**src/design/tcw_fifo.sv**
```systemverilog
module tcw_fifo #(
	parameter int W = 8
) (
	input logic clk,
	input logic arst_n,
	input logic push,
	input logic [W-1:0] wdata,
	output logic full,
	input logic pop,
	output logic [W-1:0] rdata,
	output logic empty
);

	logic [W-1:0] slot_q [2];
	logic wr_q;
	logic rd_q;
	logic [1:0] cnt_q;
	logic do_push;
	logic do_pop;

	assign full = (cnt_q == 2'd2);
	assign empty = (cnt_q == 2'd0);
	assign do_push = push & ~full;
	assign do_pop = pop & ~empty;
	assign rdata = slot_q[rd_q];

	always_ff @(posedge clk or negedge arst_n) begin
		if (!arst_n) begin
			wr_q <= 1'b0;
			rd_q <= 1'b0;
			cnt_q <= 2'd0;
		end else begin
			if (do_push) begin
				wr_q <= ~wr_q;
			end
			if (do_pop) begin
				rd_q <= ~rd_q;
			end
			if (do_push && !do_pop) begin
				cnt_q <= cnt_q + 2'd1;
			end else if (do_pop && !do_push) begin
				cnt_q <= cnt_q - 2'd1;
			end
		end
	end

	always_ff @(posedge clk) begin
		if (do_push) begin
			slot_q[wr_q] <= wdata;
		end
	end

endmodule

```
**config.mk**
```make
export PLATFORM = sky130hd
export DESIGN_NAME = tcw_fifo
export DESIGN_NICKNAME = d
export VERILOG_FILES = /design/src/design/tcw_fifo.sv
export SDC_FILE = /design/constraint.sdc
export NUM_CORES = 1
export LEC_CHECK = 0
export ABC_AREA = 1
export BUFFER_PORTS_ARGS = -buffer_cell sky130_fd_sc_hd__buf_2
export CORE_MARGIN = 4
export CORE_UTILIZATION = 40
export CTS_BUF_LIST = sky130_fd_sc_hd__clkbuf_4 sky130_fd_sc_hd__clkbuf_8
export DETAILED_ROUTE_END_ITERATION = 6
export PLACE_DENSITY = 0.66
export RECOVER_POWER = 50
export SYNTH_ARGS = -nofsm -noshare
export SYNTH_HDL_FRONTEND = slang
export SYNTH_SLANG_ARGS = --single-unit
```
**constraint.sdc**
```tcl
create_clock -name clk -period 1.6 [get_ports clk]
set_clock_uncertainty 0.2 [all_clocks]
set_input_delay 0.48 -clock clk [delete_from_list [all_inputs] [get_ports clk]]
set_output_delay 0.48 -clock clk [all_outputs]
set_load 0.01 [all_outputs]
```
# Word level (Yosys, flattened, before mapping)
# Memories as Yosys holds them, arrays and structs flattened.
# Cells that the tools add are included.
op_classes:
  n_addsub: 2
  mul: 0
  div_mod_pow: 0
  magnitude_cmp: 0
  n_eq_ne: 1
  shifts: 0
  n_mux: 4
  bitwise: 6
  n_reduce_logical: 6
op_table:
  columns: ["op", "count"]
  rows:
  - ["$mux W2", 2]
  - ["$not A1 Y1", 4]
  - ["$add A2 B1 Y2 const B", 1]
  - ["$and A1 B1 Y1", 2]
  - ["$eq A2 B2 Y1 const B", 1]
  - ["$logic_and A1 B1 Y1", 2]
  - ["$logic_not A1 Y1", 2]
  - ["$logic_not A2 Y1", 1]
  - ["$mux W1", 2]
  - ["$reduce_bool A2 Y1", 1]
  - ["$sub A2 B1 Y2 const B", 1]
totals:
  register_bits: 4
  latchBits: 0
  ram_bits: 16
  romBits: 0
  inputBits: 12
  out_inout_bits: 10
  wordCells: 23
  mem_count: 1
mem_list:
  columns: ["name", "depth", "word_bits", "read_ports", "rd_ports_with_merged_regs", "wr", "line_no", "source"]
  rows:
  - ["slot_q", 2, 8, 1, 0, 1, "14", "logic [W-1:0] slot_q [2];"]

# Longest topological paths before layout
# Gate-level depths: netlist of run 1.
logic_depth:
  word_depth: 7
  mapped_depth: 9
  depth_no_buf: 9

# Worst setup path before layout of run 1
# OpenSTA, ideal clock, no wires.
synth_timing:
  path_kind: "reg-to-reg"
  from: "reg cnt_q[0]"
  to: "reg cnt_q[1]"
  setup_time_ps: 117
  arrival_time_ps: 1212
  t_required_ps: 1283
  path_slack_ps: 71
  path_stages_with_launch: 8
  n_path_buf: 0
  period_less_slack_ps: 1529
  cell_sequence: "dfrtp_1 > nor2_2 > nor2_2 > ha_1 > inv_1 > nand3_1 > nand2_1 > nand2_1"
synth_via:
  elab_chain_len: 6
  elab_cells_between_ends: 15
  cone_classes: "2 x add/sub; 1 x eq/ne; 2 x mux; 4 x bitwise; 6 x reduce/logical"
synth_rtl:
  columns: ["item", "line_no", "source"]
  rows:
  - ["from (decl)", "17", "logic [1:0] cnt_q;"]
  - ["from (signal assigned)", "40", "cnt_q <= cnt_q + 2'd1;"]
  - ["from (signal assigned)", "42", "cnt_q <= cnt_q - 2'd1;"]
  - ["$eq A2 B2 Y1 *", "21", "assign full = (cnt_q == 2'd2);"]
  - ["via full", "8", "output logic full,"]
  - ["$not A1 Y1 *", "23", "assign do_push = push & ~full;"]
  - ["$and A1 B1 Y1 *", "23", null]
  - ["via do_push", "18", "logic do_push;"]
  - ["$logic_not A1 Y1", "41", "end else if (do_pop && !do_push) begin"]
  - ["$logic_and A1 B1 Y1", "41", null]
  - ["$reduce_bool A2 Y1 (no line)", null, null]
# The timed path passes the listed nets; every way through them passes the cells marked *. The select of a mux whose other input is x is not followed.
# A chain may end at the register's enable or synchronous reset.

# Worst setup path after layout of run 1
layout_timing:
  from: "reg rd_q"
  to: "out rdata[0]"
layout_via:
  elab_chain_len: 1
layout_rtl:
  columns: ["item", "line_no", "source"]
  rows:
  - ["from (decl)", "16", "logic rd_q;"]
  - ["from (signal assigned)", "37", "rd_q <= ~rd_q;"]
  - ["$mem_v2 Z2 W8", null, null]
  - ["to (decl)", "10", "output logic [W-1:0] rdata,"]
# Every way passes these cells.

==> metrics.csv, run 1 <==
stage;metric;value;unit
sta;Max-slew headroom;0.872;
setup_path;Critical Path RT;0.92;ns
finish;ANT cells;0;
logic_synthesis;ys async rst share;0.200;
min_path;Hold Path Depth;1;
logic_synthesis;Post-synth top cells;nand2_1 (33), edfxtp_1 (16), inv_1 (7);
logic_synthesis;Post-Syn Nets;86;
route;drt first pass iters;4;
sta;Max Fclk;0.551;GHz
cts;root buf cell;clkbuf_4;
sta;Worst Slack Setup Final;-0.216;ns
place;pre-CTS WS;-0.00166;ns
setup_path;Critical Path End Type;output pin;
logic_synthesis;Syn Inst Count;73;
place;global placement routability congestion;0.738;
setup_path;CP Max Fanout;8;
cts;clk slew on worst S/H paths;0.11;ns
status;outcome;finished, violations left;
global_route;GRT overflow;0;
logic_synthesis;synth unique cells;14;
logic_synthesis;ys flop type;edfxtp_1;
logic_synthesis;Mapped Area;810;µm²
route;metal3 WL;75;µm
place;IO buf count;21;
sta;setup tns final;-1.81;ns
setup_path;CP Launch Type;register;
power_and_ir_drop;PD cells;1810;nW/µm²
logic_synthesis;yosys warns;0;
sta;actual slew at the worst max-slew pin;0.192;ns
setup_path;CP arrival;1.14;ns
route;post-route ant nets;0;
die;die area;2810;µm²
route;M1 WL;639;µm
die;Initial Util;0.417;
sta;Pins Over Slew Limit;0;
logic_synthesis;dominant cell type by area after synthesis;edfxtp_1;
global_route;vias in the first global route;578;
sta;clock period minus worst slack;1.82;ns
global_route;Total GRT Usage;0.116;
global_route;initial antenna violation count;0;
min_path;worst hold path class;input pin to register;
sta;unrepaired setup endpoints after global routing;yes;
setup_path;worst r2r dst;cnt_q[1];
route;drt first-iter violations;8;
setup_path;reg2reg start;cnt_q[1];
global_route;first-pass GRT wire length;2290;µm
logic_synthesis;largest cells by area after synthesis;edfxtp_1 (59%), nand2_1 (15%), dfrtp_1 (12%), inv_1 (3.2%), ha_1 (1.5%);
cts;cts bufs inserted;3;
route;routed via count;602;
finish;FILL cells;176;
route;average routed wire per standard cell;10.8;µm
logic_synthesis;FF+latch count, synth;20;
cts;clk buf depth;2;
job;max-cap viol count;0;
die;area of the core;1940;µm²
setup_path;reg2reg setup slack;0.03;ns
power_and_ir_drop;Lkg Pwr;0.520;nW
min_path;min-delay src;wdata[6];
setup_path;Worst R2R Path Depth;9;
route;DRC violations left;0;
global_route;largest net degree at the start of global routing;12;
cts;clk_lat worst skew;0.29;ns
finish;fraction of layout cells with a size suffix above 1;0.491;
sta;final setup vio count;10;
logic_synthesis;EDFF count, synth;16;
finish;final layout net count;122;
power_and_ir_drop;VDD IR max;0.895;mV
logic_synthesis;Yosys top cell area share;0.594;
cts;CTS H-tree lvls;1;
logic_synthesis;sequential area share after synthesis;0.717;
route;routed wl met2;739;µm
die;I/O pin total;22;
route;highest routed layer;met4;
sta;Fin. Hold Viols;0;
route;vias per inst;4.46;
finish;utilization after layout;0.581;
finish;Area growth syn-to-layout;39.3;%
sta;fin crit share;1.13;
logic_synthesis;top-count cell post-synth;nand2_1;
cts;CTS sink cnt;20;
die;die height;53.0;µm
status;failing checks;setup timing;
power_and_ir_drop;post-layout total power;2.04;mW
logic_synthesis;synthesized area per cell;11.1;µm²
setup_path;kind of critical path;register to output pin;
route;total wire length;1460;µm
die;cell row count;16;
place;DP HPWL;988;µm
cts;CTS tree;done;
die;die width;53.0;µm
min_path;Worst Hold End;slot_q[1][6];
-- how the worst max path moves through the flow --
stage                     startpoint       end
final                           rd_q  rdata[0]
after global routing            rd_q  rdata[3]
after global placement          push  cnt_q[1]
after detailed placement        push  cnt_q[1]
after CTS                       rd_q  rdata[2]
after floorplan             cnt_q[0]  cnt_q[1]
-- critical path, stage by stage (launching register included) --
cell and delay (ns):
dfrtp_1 0.44, buf_6 0.18, nand2_1 0.06, nand2_1 0.05, buf_2 0.12
-- registers in the layout, summed over array words and instances (netlist names) --
name    cells
slot_q     16
wr_q        1
rd_q        1
cnt_q       2
-- power by group --
| group | internal, mW | leakage (nW) | switching (mW) |
|---|---|---|---|
| logic | 0.433 | 0.303 | 0.515 |
| clock network | 0.138 | 0.0210 | 0.141 |
| registers | 0.726 | 0.196 | 0.0830 |
-- repair_timing --
action	CTS	global route
gates resized for setup	13	11
buffers inserted	4	1
endpoints found under the setup margin	10	27
hold endpoints to repair	4	0
pin swaps	4	7
hold buffers	1	0
-- cell usage in the layout (no fill, tap or decap), drive strengths merged --
cell type,count
buf,29
clkbuf,6
dfrtp,4
dlygate4sd3,1
edfxtp,16
ha,1
inv,8
nand2,33
nand3,1
nand3b,1
nand4,1
nor2,4
o21ai,2
xnor2,1
-- layout make-up --
class	instances	area [µm²]	share of cell area
inverter	8	32.5	0.0289
multi-input combinational	44	244	0.216
timing repair buffer	32	199	0.176
clock buffer	4	36.3	0.0322
sequential	20	582	0.516
tap	27	33.8	0.0300
-- per-stage QoR --
| step | area (µm²) | instances | hold slack, ns |
|---|---|---|---|
| floorplan | 810 | 73 | -0.0156 |
| global placement | 981 | 125 | 0.0874 |
| detailed placement | 981 | 125 | 0.0872 |
| CTS | 1090 | 134 | 0.162 |
| global route | 1130 | 135 | 0.155 |
| finish | 1130 | 135 | 0.174 |
-- cell families (layout without fill, tap and decap cells) --
logic type / Yosys count / after routing / synth area share
adder cells (fa/ha/maj): 1 / 1 / 0.0155
XOR/XNOR: 1 / 1 / 0.0108
buffers and inverters: 9 / 44 / 0.0433
AO/OA/AOI/OAI: 2 / 2 / 0.0124
AND/OR/NAND/NOR: 40 / 40 / 0.201
flip-flops: 20 / 20 / 0.717
-- routing by layer --
metal,track usage,vias to the layer above
li1,-,309
met5,0,-
met4,0.0511,0
met2,0.215,16
met3,0.0254,2
met1,0.123,275
No activity file was read; power rests on OpenSTA's default activity.
==> run 2, diff against run 1 <==
- CELL_PAD_IN_SITES_DETAIL_PLACEMENT: default -> 0
- CELL_PAD_IN_SITES_GLOBAL_PLACEMENT: default -> 2
- CORE_UTILIZATION: 40 -> 30
- PLACE_DENSITY: 0.66 -> default
- PLACE_DENSITY_LB_ADDON: default -> 0.1
==> run 2 against run 1 <==
The run still ends with setup timing left. Via count down 3.0%. Count of clock-buffer cells in the layout down 1. Largest power group unchanged. Worst hold slack got worse by 0.0087 ns. Sequential power is essentially flat. First-iteration DRC count is 38% higher. Non-clock buffer count did not move. Critical path depth did not move. Total power rose by 10%. Clock power is 44% higher.
==> metrics.csv, run 2 (synthesis results as in run 1) <==
stage;metric;value;unit;change
die;die height;59.9;µm;+13%
finish;Largest register FFs;16;;unchanged
global_route;initial antenna violation count;0;;unchanged
setup_path;kind of critical path;register to output pin;;
sta;clock period minus worst slack;1.80;ns;-0.0174 ns
cts;CTS sink cnt;20;;unchanged
cts;CTS tree;done;;
route;drt first pass iters;4;;unchanged
die;cell row count;18;;+2
setup_path;Slowest cell on crit path;dfrtp_1;;
cts;root buf cell;clkbuf_4;;
cts;CTS H-tree lvls;1;;unchanged
cts;clk_lat worst skew;0.29;ns;about the same
setup_path;Critical Path End Type;output pin;;
finish;leading cell type in the layout, fill and taps excluded;nand2_1;;
status;outcome;finished, violations left;;
die;Initial Util;0.321;;-0.0959
power_and_ir_drop;post-layout total power;2.24;mW;+10%
power_and_ir_drop;VDD IR max;0.875;mV;-2.2%
cts;clk buf depth;2;;unchanged
setup_path;critical path cell sequence;buf_6 > nand2_1 > nand2_1 > buf_2;;
route;vias per inst;4.23;;-5.1%
finish;Finished Cell Area;1180;µm²;+4.3%
setup_path;cell repeated most along the worst path;nand2_1;;
sta;Max-slew headroom;0.811;;-0.0608
place;global placement routability congestion;0.728;;-1.4%
global_route;Total GRT Usage;0.0921;;-0.0237
global_route;vias in the first global route;560;;-3.1%
finish;Biggest register;slot_q;;
sta;Fin. Hold Viols;0;;unchanged
power_and_ir_drop;PD cells;1910;nW/µm²;+5.5%
power_and_ir_drop;Lkg Pwr;0.537;nW;+3.3%
finish;fraction of layout cells with a size suffix above 1;0.426;;-0.0648
place;IO buf count;21;;unchanged
route;drt first-iter violations;11;;+3
setup_path;delay-heaviest family, CP;flip-flops;;
sta;fin crit share;1.12;;-0.0108
sta;setup tns final;-1.80;ns;+0.00981 ns
setup_path;Critical Path RT;0.92;ns;about the same
cts;cts bufs inserted;3;;unchanged
finish;most frequent cells in the layout;nand2_1 (32), buf_2 (18), edfxtp_1 (16);;
finish;Area growth syn-to-layout;45.3;%;
setup_path;CP arrival;1.12;ns;-0.02 ns
sta;Pins Over Slew Limit;0;;unchanged
sta;unrepaired setup endpoints after global routing;yes;;
setup_path;Worst path max stage delay;0.43;ns;about the same
route;post-route ant nets;0;;unchanged
die;I/O pin total;22;;unchanged
sta;final setup vio count;10;;unchanged
setup_path;CP Launch Type;register;;
finish;largest registers;slot_q: 16 flops, cnt_q: 2 flops;;
min_path;worst hold path class;input pin to register;;
finish;final layout net count;122;;unchanged
finish;FILL cells;239;;+36%
die;die width;59.9;µm;+13%
route;total wire length;1470;µm;+0.21%
place;Cell Area, Placed;992;µm²;+1.1%
global_route;GRT overflow;0;;unchanged
setup_path;Worst Path Buf+Inv;2;;unchanged
setup_path;CP Max Fanout;9;;+1
route;average routed wire per standard cell;10.6;µm;-2.0%
route;DRC violations left;0;;unchanged
die;die area;3590;µm²;+28%
sta;Worst Slack Setup Final;-0.198;ns;+0.0174 ns
job;max-cap viol count;0;;unchanged
status;failing checks;setup timing;;
cts;clk slew on worst S/H paths;0.11;ns;about the same
finish;ANT cells;0;;unchanged
route;routed via count;584;;-3.0%
place;DP HPWL;1060;µm;+7.1%
sta;actual slew at the worst max-slew pin;0.282;ns;+0.0894 ns
sta;Max Fclk;0.556;GHz;+0.97%
finish;utilization after layout;0.466;;-0.114
global_route;largest net degree at the start of global routing;13;;+1
die;area of the core;2520;µm²;+30%
global_route;first-pass GRT wire length;2350;µm;+2.7%
## run 2: changes by cell type in the layout (fill, tap and decap cells not counted), moves of 4 or more
cell,change
nand2_2,-8
buf_4,-4
buf_6,+5
nand2_1,+8
## run 2: per-layer routing
| layer | share of wire | GRT usage |
|---|---|---|
| met1 | 0.45 | 0.114 |
| met2 | 0.47 | 0.140 |
| met3 | 0.070 | 0.0324 |
| met4 | 0.013 | 0.0475 |
| met5 | 0 | 0 |
## run 2: cell type report
| class | count | area (µm²) | area share |
|---|---|---|---|
| inverter | 8 | 35.0 | 0.0298 |
| tap | 30 | 37.5 | 0.0319 |
| clock buffer | 3 | 22.5 | 0.0191 |
| multi-input combinational | 44 | 231 | 0.197 |
| sequential | 20 | 583 | 0.496 |
| timing repair buffer | 32 | 236 | 0.201 |
| clock inverter | 1 | 30.0 | 0.0255 |
## run 2: where the power goes
| part | internal, mW | switching, mW | total, mW |
|---|---|---|---|
| clock | 0.253 | 0.148 | 0.401 |
| sequential | 0.728 | 0.0785 | 0.806 |
| combinational | 0.516 | 0.519 | 1.03 |
## run 2: what timing repair did
item / in CTS / in global routing
buffers inserted: 2 / 2
endpoints found under the setup margin: 11 / 27
pin swaps: 2 / 2
hold buffers: 1 / 0
hold endpoints to repair: 4 / 0
resized for setup: 10 / 13
## run 2: path summary, 6_finish.rpt
check	start	depth (start not counted)	endpoint	slack (ns)
worst max register to register	cnt_q[0]	9	cnt_q[1]	0
worst min register to register	wr_q	2	wr_q	0.30
max in group asynchronous	arst_n	2	cnt_q[1]	0.76
min in group asynchronous	arst_n	2	wr_q	0.31
worst min-delay path	wdata[3]	1	slot_q[1][3]	0.17
worst max-delay path	rd_q	4	rdata[4]	-0.20
## run 2: through the flow
stage | std cells | setup WS, ns | hold WS [ns]
after global routing | 138 | -0.282 | 0.138
after floorplan | 73 | 0.0706 | -0.0156
after detailed placement | 129 | 0.0181 | 0.0943
final | 138 | -0.198 | 0.166
after global placement | 129 | 0.0351 | 0.0975
after CTS | 136 | -0.221 | 0.147
