## config.mk

```make
export PLATFORM = sky130hd
export DESIGN_NAME = tcw_front
export DESIGN_NICKNAME = d
export VERILOG_FILES = /design/src/design/tcw_pkg.sv /design/src/design/tcw_fifo.sv /design/src/design/tcw_front.sv
export SDC_FILE = /design/constraint.sdc
export NUM_CORES = 1
export LEC_CHECK = 0
export BUFFER_PORTS_ARGS = -buffer_cell sky130_fd_sc_hd__clkbuf_2
export CAP_MARGIN = 10
export CORE_UTILIZATION = 50
export DETAILED_ROUTE_END_ITERATION = 16
export GPL_TIMING_DRIVEN = 0
export PLACE_DENSITY = 0.77
export SLEW_MARGIN = 20
export SYNTH_ARGS = -nofsm -noshare
export SYNTH_HDL_FRONTEND = slang
export SYNTH_SLANG_ARGS = --single-unit
```

## constraint.sdc

```tcl
create_clock -name clk -period 6.9 [get_ports clk]
set_input_delay 0.345 -clock clk [delete_from_list [all_inputs] [get_ports clk]]
set_output_delay 0.345 -clock clk [all_outputs]
set_load 0.02 [all_outputs]
```

## src/design/tcw_pkg.sv

```systemverilog
package tcw_pkg;

	localparam int POS_W = 11;
	localparam int ADDR_W = 3;

	localparam logic [1:0] KIND_WRITE = 2'd0;
	localparam logic [1:0] KIND_CLEAR = 2'd1;
	localparam logic [1:0] KIND_SETC = 2'd2;
	localparam logic [1:0] KIND_READ = 2'd3;

	localparam logic [7:0] CODE_LF = 8'd10;
	localparam logic [7:0] CODE_CR = 8'd13;

	localparam logic REG_SCROLL_FILL_ATTR = 1'b0;
	localparam logic [7:0] FILL_ATTR_RESET = 8'd15;

	typedef enum logic [2:0] {
		OP_PUT,
		OP_LF,
		OP_CR,
		OP_CLEAR,
		OP_SETC,
		OP_READ
	} op_kind_t;

	typedef struct packed {
		op_kind_t kind;
		logic [7:0] code;
		logic [7:0] attr;
		logic [POS_W-1:0] position;
	} op_t;

	typedef struct packed {
		logic [POS_W-1:0] cursor;
		logic [7:0] read_code;
		logic [7:0] read_attr;
		logic past_end;
	} res_t;

	typedef struct packed {
		logic init_busy;
	} back_stat_t;

endpackage

```

## src/design/tcw_fifo.sv

```systemverilog
module tcw_fifo #(
	parameter int W = 8
) (
	input logic clk,
	input logic arst_n,
	input logic push,
	input logic [W-1:0] wdata,
	output logic full,
	input logic pop,
	output logic [W-1:0] rdata,
	output logic empty
);

	logic [W-1:0] slot_q [2];
	logic wr_q;
	logic rd_q;
	logic [1:0] cnt_q;
	logic do_push;
	logic do_pop;

	assign full = (cnt_q == 2'd2);
	assign empty = (cnt_q == 2'd0);
	assign do_push = push & ~full;
	assign do_pop = pop & ~empty;
	assign rdata = slot_q[rd_q];

	always_ff @(posedge clk or negedge arst_n) begin
		if (!arst_n) begin
			wr_q <= 1'b0;
			rd_q <= 1'b0;
			cnt_q <= 2'd0;
		end else begin
			if (do_push) begin
				wr_q <= ~wr_q;
			end
			if (do_pop) begin
				rd_q <= ~rd_q;
			end
			if (do_push && !do_pop) begin
				cnt_q <= cnt_q + 2'd1;
			end else if (do_pop && !do_push) begin
				cnt_q <= cnt_q - 2'd1;
			end
		end
	end

	always_ff @(posedge clk) begin
		if (do_push) begin
			slot_q[wr_q] <= wdata;
		end
	end

endmodule

```

## src/design/tcw_front.sv

```systemverilog
module tcw_front (
	input logic clk,
	input logic arst_n,
	input logic push,
	output logic full,
	input logic [1:0] kind,
	input logic [7:0] code,
	input logic [7:0] attr,
	input logic [tcw_pkg::POS_W-1:0] position,
	input tcw_pkg::back_stat_t stat,
	output logic op_valid,
	output tcw_pkg::op_t op,
	input logic op_pop
);

	tcw_pkg::op_t op_in;
	logic q_full;
	logic q_empty;

	always_comb begin
		op_in.code = code;
		op_in.attr = attr;
		op_in.position = position;
		case (kind)
			tcw_pkg::KIND_WRITE: begin
				if (code == tcw_pkg::CODE_LF) begin
					op_in.kind = tcw_pkg::OP_LF;
				end else if (code == tcw_pkg::CODE_CR) begin
					op_in.kind = tcw_pkg::OP_CR;
				end else begin
					op_in.kind = tcw_pkg::OP_PUT;
				end
			end
			tcw_pkg::KIND_CLEAR: op_in.kind = tcw_pkg::OP_CLEAR;
			tcw_pkg::KIND_SETC: op_in.kind = tcw_pkg::OP_SETC;
			default: op_in.kind = tcw_pkg::OP_READ;
		endcase
	end

	// No request enters while the cell memory is being cleared after reset.
	assign full = q_full | stat.init_busy;
	assign op_valid = ~q_empty;

	tcw_fifo #(
		.W($bits(tcw_pkg::op_t))
	) u_opq (
		.clk(clk),
		.arst_n(arst_n),
		.push(push & ~stat.init_busy),
		.wdata(op_in),
		.full(q_full),
		.pop(op_pop),
		.rdata(op),
		.empty(q_empty)
	);

endmodule

```

# == Word level (Yosys, flattened, before mapping) ==
# Memory sizes are Yosys's and may differ from the RTL's.
# Index checks and enable logic that the tools add are counted.
# op_classes
addsub,2
reduce_logical,7
bitwise_logic,9
div,0
n_mul,0
mux,7
eq_ne,5
order_cmp,0
n_shift,0
# ops
operator,n
$eq 8x4->1 const B,2
$pmux 3 s3,1
$mux 2,4
$not 1->1,5
$eq 2x2->1 const B,2
$logic_not 2->1,2
$and 1x1->1,3
$add 2x1->2 const B,1
$eq 2x1->1 const B,1
$logic_and 1x1->1,2
$logic_not 1->1,2
$mux 1,2
$reduce_bool 2->1,1
$sub 2x1->2 const B,1
$or 1x1->1,1
# word_totals
out_inout_bits,32
word_cells,34
inputBits,34
register_bits,4
memories,1
mem_bits_rw,60
romBits,0
latch_bits,0
# mem_list
name,depth,width,read_ports,rd_clocked_by_memory_dff,wr,line,rtl
u_opq.slot_q,2,30,1,0,1,tcw_fifo.sv:14,logic [W-1:0] slot_q [2];

# == Depth between registers and ports, before layout ==
# Gate-level depths: netlist (run 1).
# logic_depth
ltp_word,7
ltp_mapped,7

# == Hierarchy ==
# From an unflattened synthesis (run 1), not the netlist that was laid out.
# unflattened
cells_unflattened,123
hier_area_um2,2557.5
# modules_own_cells
module,seq_area_each_um2,area_each_um2,cells_each,n_inst
tcw_fifo,1901.8,2481.1,112,1
tcw_front,0.0,76.3,11,1

# == Worst setup path before layout (run 1) ==
# OpenSTA, ideal clock, no wires.
# synth_timing
path_type,register to register
startpoint,register u_opq.cnt_q[1]
endpoint,"memory u_opq.slot_q[0][0] (netlist name), enable pin"
synth_period_minus_slack_ns,2.300
t_required_ns,6.483
setup_slack_ns,4.600
n_path_buf,0
arrival_ns,1.883
stages_incl_launch_ff,4
cell_sequence,dfrtp_1 inv_1 o211ai_1 nor2_1
# synth_via
elab_chain_cells,5
# synth_lines
element,line,rtl
"start, declared",tcw_fifo.sv:17,logic [1:0] cnt_q;
"start signal, assigned",tcw_fifo.sv:40,cnt_q <= cnt_q + 2'd1;
"start signal, assigned",tcw_fifo.sv:42,cnt_q <= cnt_q - 2'd1;
$eq 2x2->1,tcw_fifo.sv:21,assign full = (cnt_q == 2'd2);
$not 1->1,tcw_fifo.sv:23,assign do_push = push & ~full;
$and 1x1->1,tcw_fifo.sv:23,
$mux 1,tcw_fifo.sv:48,if (do_push) begin
$mux 1 (not written as such),tcw_fifo.sv:49,slot_q[wr_q] <= wdata;
"end, declared",tcw_fifo.sv:14,
# No other way between the ends.

==> results of run 1 <==
## cell usage after synthesis
cell	number	area share (%)
edfxtp_1	60	74
mux2_2	30	14
inv_1	5	0.77
nor2_1	5	0.77
dfrtp_1	4	4.1
xnor2_1	4	1.4
buf_4	3	0.92
a32o_1	1	0.41
a41o_1	1	0.41
and3_1	1	0.26
clkbuf_1	1	0.15
ha_1	1	0.51
nand2_1	1	0.15
nand2_2	1	0.26
nor4b_2	1	0.62
o211ai_1	1	0.31
o21a_1	1	0.31
or2_4	1	0.36
xor2_1	1	0.36
## layout make-up
class                   count  area [µm²]  area share, %
clock inverters             1       5.005         0.1643
clock buffers              15       166.4          5.464
inverters                   5       18.77         0.6163
well taps                  54       67.56          2.219
plain buffers               4       26.28         0.8628
multi-input cells          50       496.7          16.31
repair buffers             67       362.8          11.91
flip-flops and latches     64        1902          62.45
## cell families after synthesis
kind of cell | share of synthesized area (%)
AOI/OAI and AO/OA | 1.439
xor gates and xnor gates | 1.798
adders and majority gates | 0.5138
buffers and inverters | 1.850
DFF | 78.11
muxes | 13.87
and+or+nand+nor | 2.415
## layer usage
metal / track usage [%] / part of all wire (%)
met1: 17.40 / 37
met2: 30.19 / 53
met3: 5.907 / 7.2
met4: 11.55 / 3.1
met5: 0 / 0
## metrics by stage
step / setup slack [ns] / hold WS, ns
after floorplan: 4.600 / 0.04941
after global placement: 4.023 / 0.1509
after detailed placement: 5.184 / 0.1538
after CTS: 5.067 / 0.1932
after global routing: 5.007 / 0.1955
final: 5.100 / 0.2056
## sequential cells by signal, summed over array words and instances (netlist names)
name and flops:
u_opq.slot_q 60, u_opq.cnt_q 2, u_opq.rd_q 1, u_opq.wr_q 1
## critical path, delay by kind of cell, from the launching register on
family,cells,cell delay (ns)
buffers and inverters,2,0.38
flip-flops,1,0.39
multiplexers,1,0.36
## power by group through the flow
stage / combinational, mW / sequential [mW] / clock, mW
final: 0.380 / 0.511 / 0.272
after global placement: 0.364 / 0.516 / 0
after CTS: 0.387 / 0.511 / 0.281
after floorplan: 0.270 / 0.512 / 0
after global routing: 0.407 / 0.517 / 0.295
after detailed placement: 0.384 / 0.519 / 0
## worst min path at each step
stage,to,cells after the start,slack (ns)
final,u_opq.slot_q[1][16],1,0.21
after global routing,u_opq.slot_q[1][5],1,0.20
after CTS,u_opq.slot_q[0][1],1,0.19
after detailed placement,u_opq.cnt_q[1],1,0.15
after global placement,u_opq.cnt_q[1],1,0.15
after floorplan,u_opq.cnt_q[0],0,0.05
==> run metrics, run 1 <==
Comb pwr share=32.7%; Placer Congestion=0.6654; Worst path slowest cell=dfrtp_1; startpoint types=flip-flop; clock skew=0.005057 ns; Final min period=1.800 ns; grt total ovfl=0; Area after DPL=2864 µm²; CP max FO=10; Sw Pwr=360.9 µW; Reg2Reg Depth=3; Fillers=344; Setup violations, final=0; YS warnings=0; PD cells=382.0 nW/µm²; CP Capture Type=output pin; run status=finished, final reports clean; clock network fraction of design power=23.4%; Layout Utilization=64.91%; # Post-CTS Setup Buffers=0; die extent in x=71.79 µm; global-route wire length before repair=6348 µm; placed cell count=243; register area share after synthesis=78.11%; CP cell instances=buf_4 > mux2_2 > clkbuf_2; syn_nets=158; Sw Share=31.02%; Slew @ Worst Pin=0.7449 ns; CP arrival=1.46 ns; r2r endpoint=u_opq.slot_q[1][21]; clk buf depth=2; Yosys reg bits=64; CTS Buf Count=9; Core ar.=4692 µm²; initial DRC count=49; CP Class=reg -> out; H-tree Lvls=3; unrepaired setup endpoints after global routing=no; residual DRC count=0; area grow syn2layout=25.08%; IO Count=66; vias in the first global route=1460; aggregate negative setup slack=0 ns; Hold Crit Start=attr[5]; Port Buffers=65; Slew Viols, Final=0; Critical Path Sink=op[27]; endpoints failing hold=0; WP data required=6.55 ns; clock sinks=64; CTS tree=built; drt total wl=4063 µm; Hold/Removal Path Class=in -> reg; Internal=802.3 µW; Crit Reg-Reg Startpoint=u_opq.cnt_q[1]; worst vdd ir=180.3 µV; average size of a mapped cell=19.80 µm²; die area=5153 µm²; Reg power frac=43.9%; Initial Utilization=51.89%; Slew Limit Headroom=50.34%; wire length per cell=15.63 µm; Post-Syn Instances=123; most common cell after layout, fill and taps aside=clkbuf_2; Design Area, Final=3045 µm²; antenna diode instance count=0; first drt pass iteration count=3; Critical Path Start=u_opq.rd_q; NumNets Final=236; register clock-pin slew on the reported worst setup and hold paths=0.06 ns; # resized after CTS=0; pin count of the biggest net entering global routing=31; antenna viol nets, final=0; Leak Pwr=1.191 nW; most frequent cells in the layout=65 x clkbuf_2, 60 x edfxtp_1, 30 x mux2_2; Finished Layout Cells=260; root buf cell=clkbuf_8; slack of the worst reg-to-reg path=5.20 ns; Pwr Total=1.163 mW; hpwl dp=2852 µm; vias per cell=5.142; max-cap violations=0; Post-Syn Area=2435 µm²; Via Count=1337; count of unique library cells instantiated by Yosys=19; final worst-path cycle share=26.09%; f_max=555.4 MHz; # rows=25; Hold Buf Count CTS=1; Largest stage delay, worst path=0.39 ns; GRT Util Overall=17.28%; Die H=71.79 µm; worst-skew pair later-pin latency=0.33 ns; layout cells sized above 1=56.31%; initial antenna violation count=0
Power figures use the tool's default switching activity.
==> run 2: changes to the inputs <==
clock period = 1.7 ns   (was 6.9 ns; I/O delays follow)
==> run 2 against run 1 <==
The run now ends with setup timing left. Setup slack got worse by 5.2 ns. Final cell count up 11%. Worst hold slack got worse by 0.15 ns. Routed wire length is 6.3% higher. Sequential share of layout area is 5.2 points lower. Flip-flop and latch count is the same. Final area up 9.2%. Die area did not move. Register-to-register slack got worse by 5.3 ns.
==> run metrics, run 2 (synthesized netlist as in run 1, its figures left out) <==
vias in the first global route=1482; run status=finished, violations left; initial antenna violation count=0; Regs by FF count=u_opq.slot_q x60, u_opq.cnt_q x2; Hold Crit Start=op_pop; Placer Congestion=0.6973; residual DRC count=0; wire length per cell=15.00 µm; GR Util met3=5.063%; startpoint types=flip-flop; antenna diode instance count=0; Slew @ Worst Pin=0.8681 ns; first drt pass iteration count=4; hold endpoint=u_opq.rd_q; register with the most flip-flops=u_opq.slot_q; Port Buffers=65; slack of the worst reg-to-reg path=-0.08 ns; die area=5153 µm²; most frequent cells in the layout=65 x clkbuf_2, 60 x edfxtp_1, 30 x mux2_2; initial DRC count=80; Worst path slowest cell=nor2_4; WP data required=1.64 ns; busiest metal layer after global routing=met2; unrepaired setup endpoints after global routing=yes; clock sinks=64; CTS tree=built; CTS Buf Count=9; area grow syn2layout=36.59%; Die H=71.79 µm; Hold/Removal Path Class=in -> reg; die extent in x=71.79 µm; Slew Viols, Final=0; PD cells=1464 nW/µm²; most common cell after layout, fill and taps aside=clkbuf_2; worst vdd ir=1222 µV; IO Count=66; clk buf depth=2; delay-heaviest family, CP=simple AND/OR/NAND/NOR gates; Crit Reg-Reg Startpoint=u_opq.cnt_q[1]; Worst Hold Path Cells=3; worst path bufs/invs=1; NumNets Final=264; global-route wire length before repair=6699 µm; Core ar.=4692 µm²; Via Count=1461; Setup violations, final=31; routing usage on met2=31.76%; root buf cell=clkbuf_8; Initial Utilization=51.89%; hpwl dp=2764 µm; CP Capture Type=flip-flop; pin count of the biggest net entering global routing=31; endpoints failing hold=0; worst-skew pair later-pin latency=0.32 ns; # rows=25; Largest stage delay, worst path=0.72 ns; CP cell instances=inv_2 > o211ai_1 > nor2_4; max reg flops=60; register clock-pin slew on the reported worst setup and hold paths=0.06 ns; failing checks=setup timing; Reg2Reg Depth=3; vias per cell=5.073; f_max=562.5 MHz; grt met1 use=20.21%; Pwr Total=4.870 mW; H-tree Lvls=3; Leak Pwr=1.306 nW; clock skew=0.008189 ns; max-cap violations=0; r2r endpoint=u_opq.slot_q[0][25]; layout cells sized above 1=51.71%; drt total wl=4321 µm; GRT Util Overall=18.45%; tightest hold margin=0.05716 ns; grt total ovfl=0; Fillers=308; Slew Limit Headroom=41.99%; CP Class=reg -> reg; final worst-path cycle share=104.6%; CP max FO=30; Final min period=1.778 ns; CP arrival=1.72 ns; antenna viol nets, final=0; final worst slack=-0.07765 ns
run 2: stage by stage:
| stage | instances | setup slack [ns] | setup TNS [ns] | instance area (µm²) | util, % |
|---|---|---|---|---|---|
| final | 288 | -0.07765 | -2.048 | 3326 | 70.88 |
| after global routing | 288 | -0.1667 | -5.834 | 3326 | 70.88 |
| after detailed placement | 242 | -0.1047 | -3.491 | 2836 | 60.45 |
| after CTS | 286 | -0.09532 | -2.713 | 3308 | 70.51 |
| after floorplan | 123 | 0.1880 | 0 | 2444 | - |
| after global placement | 242 | -0.02058 | -0.5900 | 2836 | 60.45 |
run 2: layout make-up:
class / instances / area [µm²] / area share, %
clock buffers: 16 / 190.2 / 5.719
well taps: 54 / 67.56 / 2.032
multi-input cells: 50 / 499.2 / 15.01
repair buffers: 95 / 620.6 / 18.66
plain buffers: 4 / 26.28 / 0.7901
flip-flops and latches: 64 / 1903 / 57.22
inverters: 5 / 18.77 / 0.5643
run 2: repair_timing:
action | CTS | global route
setup endpoints to repair | 60 | 61
gates resized for setup | 2 | 1
pin swaps | 0 | 1
hold endpoints to repair | 57 | 0
hold buffers | 28 | 0
setup buffers | 0 | 2
run 2: tightest hold or removal path, stage by stage:
cell      delay, ns
clkbuf_2       0.10
nand2_2        0.08
xnor2_1        0.06
run 2: how the worst max path moves through the flow:
stage	cells past startpoint	start	slack [ns]	to
floorplan	3	u_opq.cnt_q[1]	0.19	u_opq.slot_q[0][0]
global placement	3	u_opq.cnt_q[1]	-0.02	u_opq.slot_q[0][5]
detailed placement	2	u_opq.cnt_q[0]	-0.10	u_opq.slot_q[0][5]
CTS	3	u_opq.cnt_q[1]	-0.1	u_opq.slot_q[0][21]
global route	3	u_opq.cnt_q[1]	-0.17	u_opq.slot_q[0][25]
finish	3	u_opq.cnt_q[1]	-0.08	u_opq.slot_q[0][25]
run 2: power breakdown:
part / switching, mW / internal (mW) / total, mW / leakage (nW)
Clock: 0.499 / 0.692 / 1.19 / 0.0970
Combinational: 0.894 / 0.705 / 1.60 / 0.615
Sequential: 0.0942 / 1.99 / 2.08 / 0.594
run 2: metal layers:
metal / part of all wire (%) / up-vias
met5: 0 / -
met4: 1.6 / 0
met3: 4.8 / 8
met2: 52 / 51
met1: 41 / 713
li1: - / 689
==> run 3: changes to the inputs <==
CTS_BUF_LIST = sky130_fd_sc_hd__clkbuf_4 sky130_fd_sc_hd__clkbuf_8   (was not set)
REMOVE_ABC_BUFFERS = 1   (was not set)
==> run 3 against run 2 <==
The flow now finishes without violations. Non-clock buffer count increased by 3. First-iteration DRC count is 26% lower. Critical path depth grew 3. Worst hold slack gained 0.023 ns. Via count fell by 3.1%. Setup slack better by 0.18 ns. Clock power fell by 12%. Routed wire length is 6.7% higher. Sequential power about the same. Final area increased by 0.87%. Fmax up 11%. Combinational power rose by 5%. Critical path type unchanged. Critical endpoint is now u_opq.cnt_q[1]. Largest cell class unchanged. Highest routed layer unchanged.
==> run metrics, run 3 (synthesized netlist as in run 1, its figures left out) <==
initial antenna violation count=0; clock skew=0.005942 ns; NumNets Final=267; Worst Hold Path Cells=2; antenna viol nets, final=0; Fillers=308; IO Count=66; register clock-pin slew on the reported worst setup and hold paths=0.07 ns; delay-heaviest family, CP=flip-flops; r2r endpoint=u_opq.cnt_q[1]; H-tree Lvls=3; run status=finished, final reports clean; Critical Path Start=u_opq.cnt_q[0]; GRT Util Overall=18.49%; PD cells=1436 nW/µm²; layout cells sized above 1=51.27%; Slew Viols, Final=0; global-route wire length before repair=6768 µm; Hold/Removal Path Class=in -> reg; # rows=25; first drt pass iteration count=4; area grow syn2layout=37.77%; CP Class=reg -> reg; CP arrival=1.84 ns; max-cap violations=0; Regs by FF count=u_opq.slot_q x60, u_opq.cnt_q x2; CP max FO=5; Port Buffers=65; busiest metal layer after global routing=met2; Core ar.=4692 µm²; Hold Crit Start=kind[0]; endpoints failing hold=0; hpwl dp=2675 µm; max reg flops=60; Setup violations, final=0; Storage cell area=1906 µm²; final worst-path cycle share=94.27%; Design Area, Final=3354 µm²; hold endpoint=u_opq.slot_q[0][27]; Slew @ Worst Pin=0.4303 ns; clock sinks=64; startpoint types=flip-flop; slack of the worst reg-to-reg path=0.1 ns; die extent in x=71.79 µm; Reg2Reg Depth=6; Placer Congestion=0.6240; clk buf depth=2; WP data required=1.94 ns; Area after DPL=2826 µm²; Die H=71.79 µm; unrepaired setup endpoints after global routing=no; vias in the first global route=1449; GR Util met3=5.204%; most frequent cells in the layout=65 x clkbuf_2, 60 x edfxtp_1, 30 x mux2_2, 30 x dlygate4sd3_1, 9 x clkbuf_8; multi-input logic area=500.5 µm²; antenna diode instance count=0; Slew Limit Headroom=71.19%; Crit Reg-Reg Startpoint=u_opq.cnt_q[0]; Initial Utilization=51.89%; register with the most flip-flops=u_opq.slot_q; Via Count=1416; routing usage on met2=33.33%; wire length per cell=15.90 µm; pin count of the biggest net entering global routing=32; worst path bufs/invs=1; CTS Buf Count=9; CP Capture Type=flip-flop; vias per cell=4.883; drt total wl=4611 µm; initial DRC count=59; Final min period=1.603 ns; residual DRC count=0; tightest hold margin=0.07990 ns; Leak Pwr=1.320 nW; Worst path slowest cell=dfrtp_1; worst-skew pair later-pin latency=0.32 ns; CTS tree=built; f_max=624.0 MHz; grt met1 use=19.84%; most common cell after layout, fill and taps aside=clkbuf_2; die area=5153 µm²; worst vdd ir=1040 µV; Largest stage delay, worst path=0.44 ns; root buf cell=clkbuf_8; CP cell instances=o211ai_1 > inv_1 > ha_1 > xor2_1 > nor2_1 > xnor2_1; grt total ovfl=0
[run 3: layer usage]
metal	up-vias	part of all wire [%]
met5	-	0
met4	0	1.1
met3	7	4.0
met1	675	40
met2	49	55
li1	685	-
[run 3: final cells by class]
type                       instances  area share, %
clock inverter                     5         0.7460
sequential                        64          56.81
inverter                           5         0.5595
clock buffer                      10          3.916
multi-input combinational         50          14.92
timing repair buffer             102          21.04
tap                               54          2.014
[run 3: worst reg2reg max path: stages, from the launching register on]
cell	delay (ns)
dfrtp_1	0.44
o211ai_1	0.40
inv_1	0.09
ha_1	0.20
xor2_1	0.14
nor2_1	0.11
xnor2_1	0.14
[run 3: worst max-delay path by stage]
stage	endpoint	slack, ns	cells after the start
finish	u_opq.cnt_q[1]	0.1	6
global route	u_opq.cnt_q[1]	0.005	6
CTS	op[4]	0.005	2
detailed placement	u_opq.slot_q[1][15]	-0.03	3
global placement	u_opq.slot_q[0][7]	-1.17	3
floorplan	u_opq.slot_q[0][0]	-0.60	3
[run 3: where the power goes]
part           internal, mW  total (mW)  leakage [nW]  switching (mW)
clock                 0.521        1.05        0.0804           0.525
combinational         0.764        1.68         0.645           0.914
sequential             1.99        2.09         0.594           0.105
[run 3: per-stage QoR]
stage | util [%] | setup WS (ns) | power [mW] | TNS, ns | cells
finish | 71.49 | 0.09743 | 4.817 | 0 | 290
global route | 71.49 | 0.004751 | 5.021 | 0 | 290
CTS | 70.59 | 0.005371 | 4.719 | 0 | 287
detailed placement | 60.24 | -0.02586 | 3.593 | -0.7695 | 239
global placement | 59.71 | -1.174 | 3.522 | -51.16 | 238
floorplan | - | -0.5997 | 3.121 | -19.65 | 119
[run 3: repair_timing]
item,4_1_cts,5_1_grt
hold buffers,30,0
endpoints found under the hold margin,61,0
cloned,0,0
pin swaps,1,1
endpoints found under the setup margin,75,31
resized for setup,2,0
buffers inserted,3,3
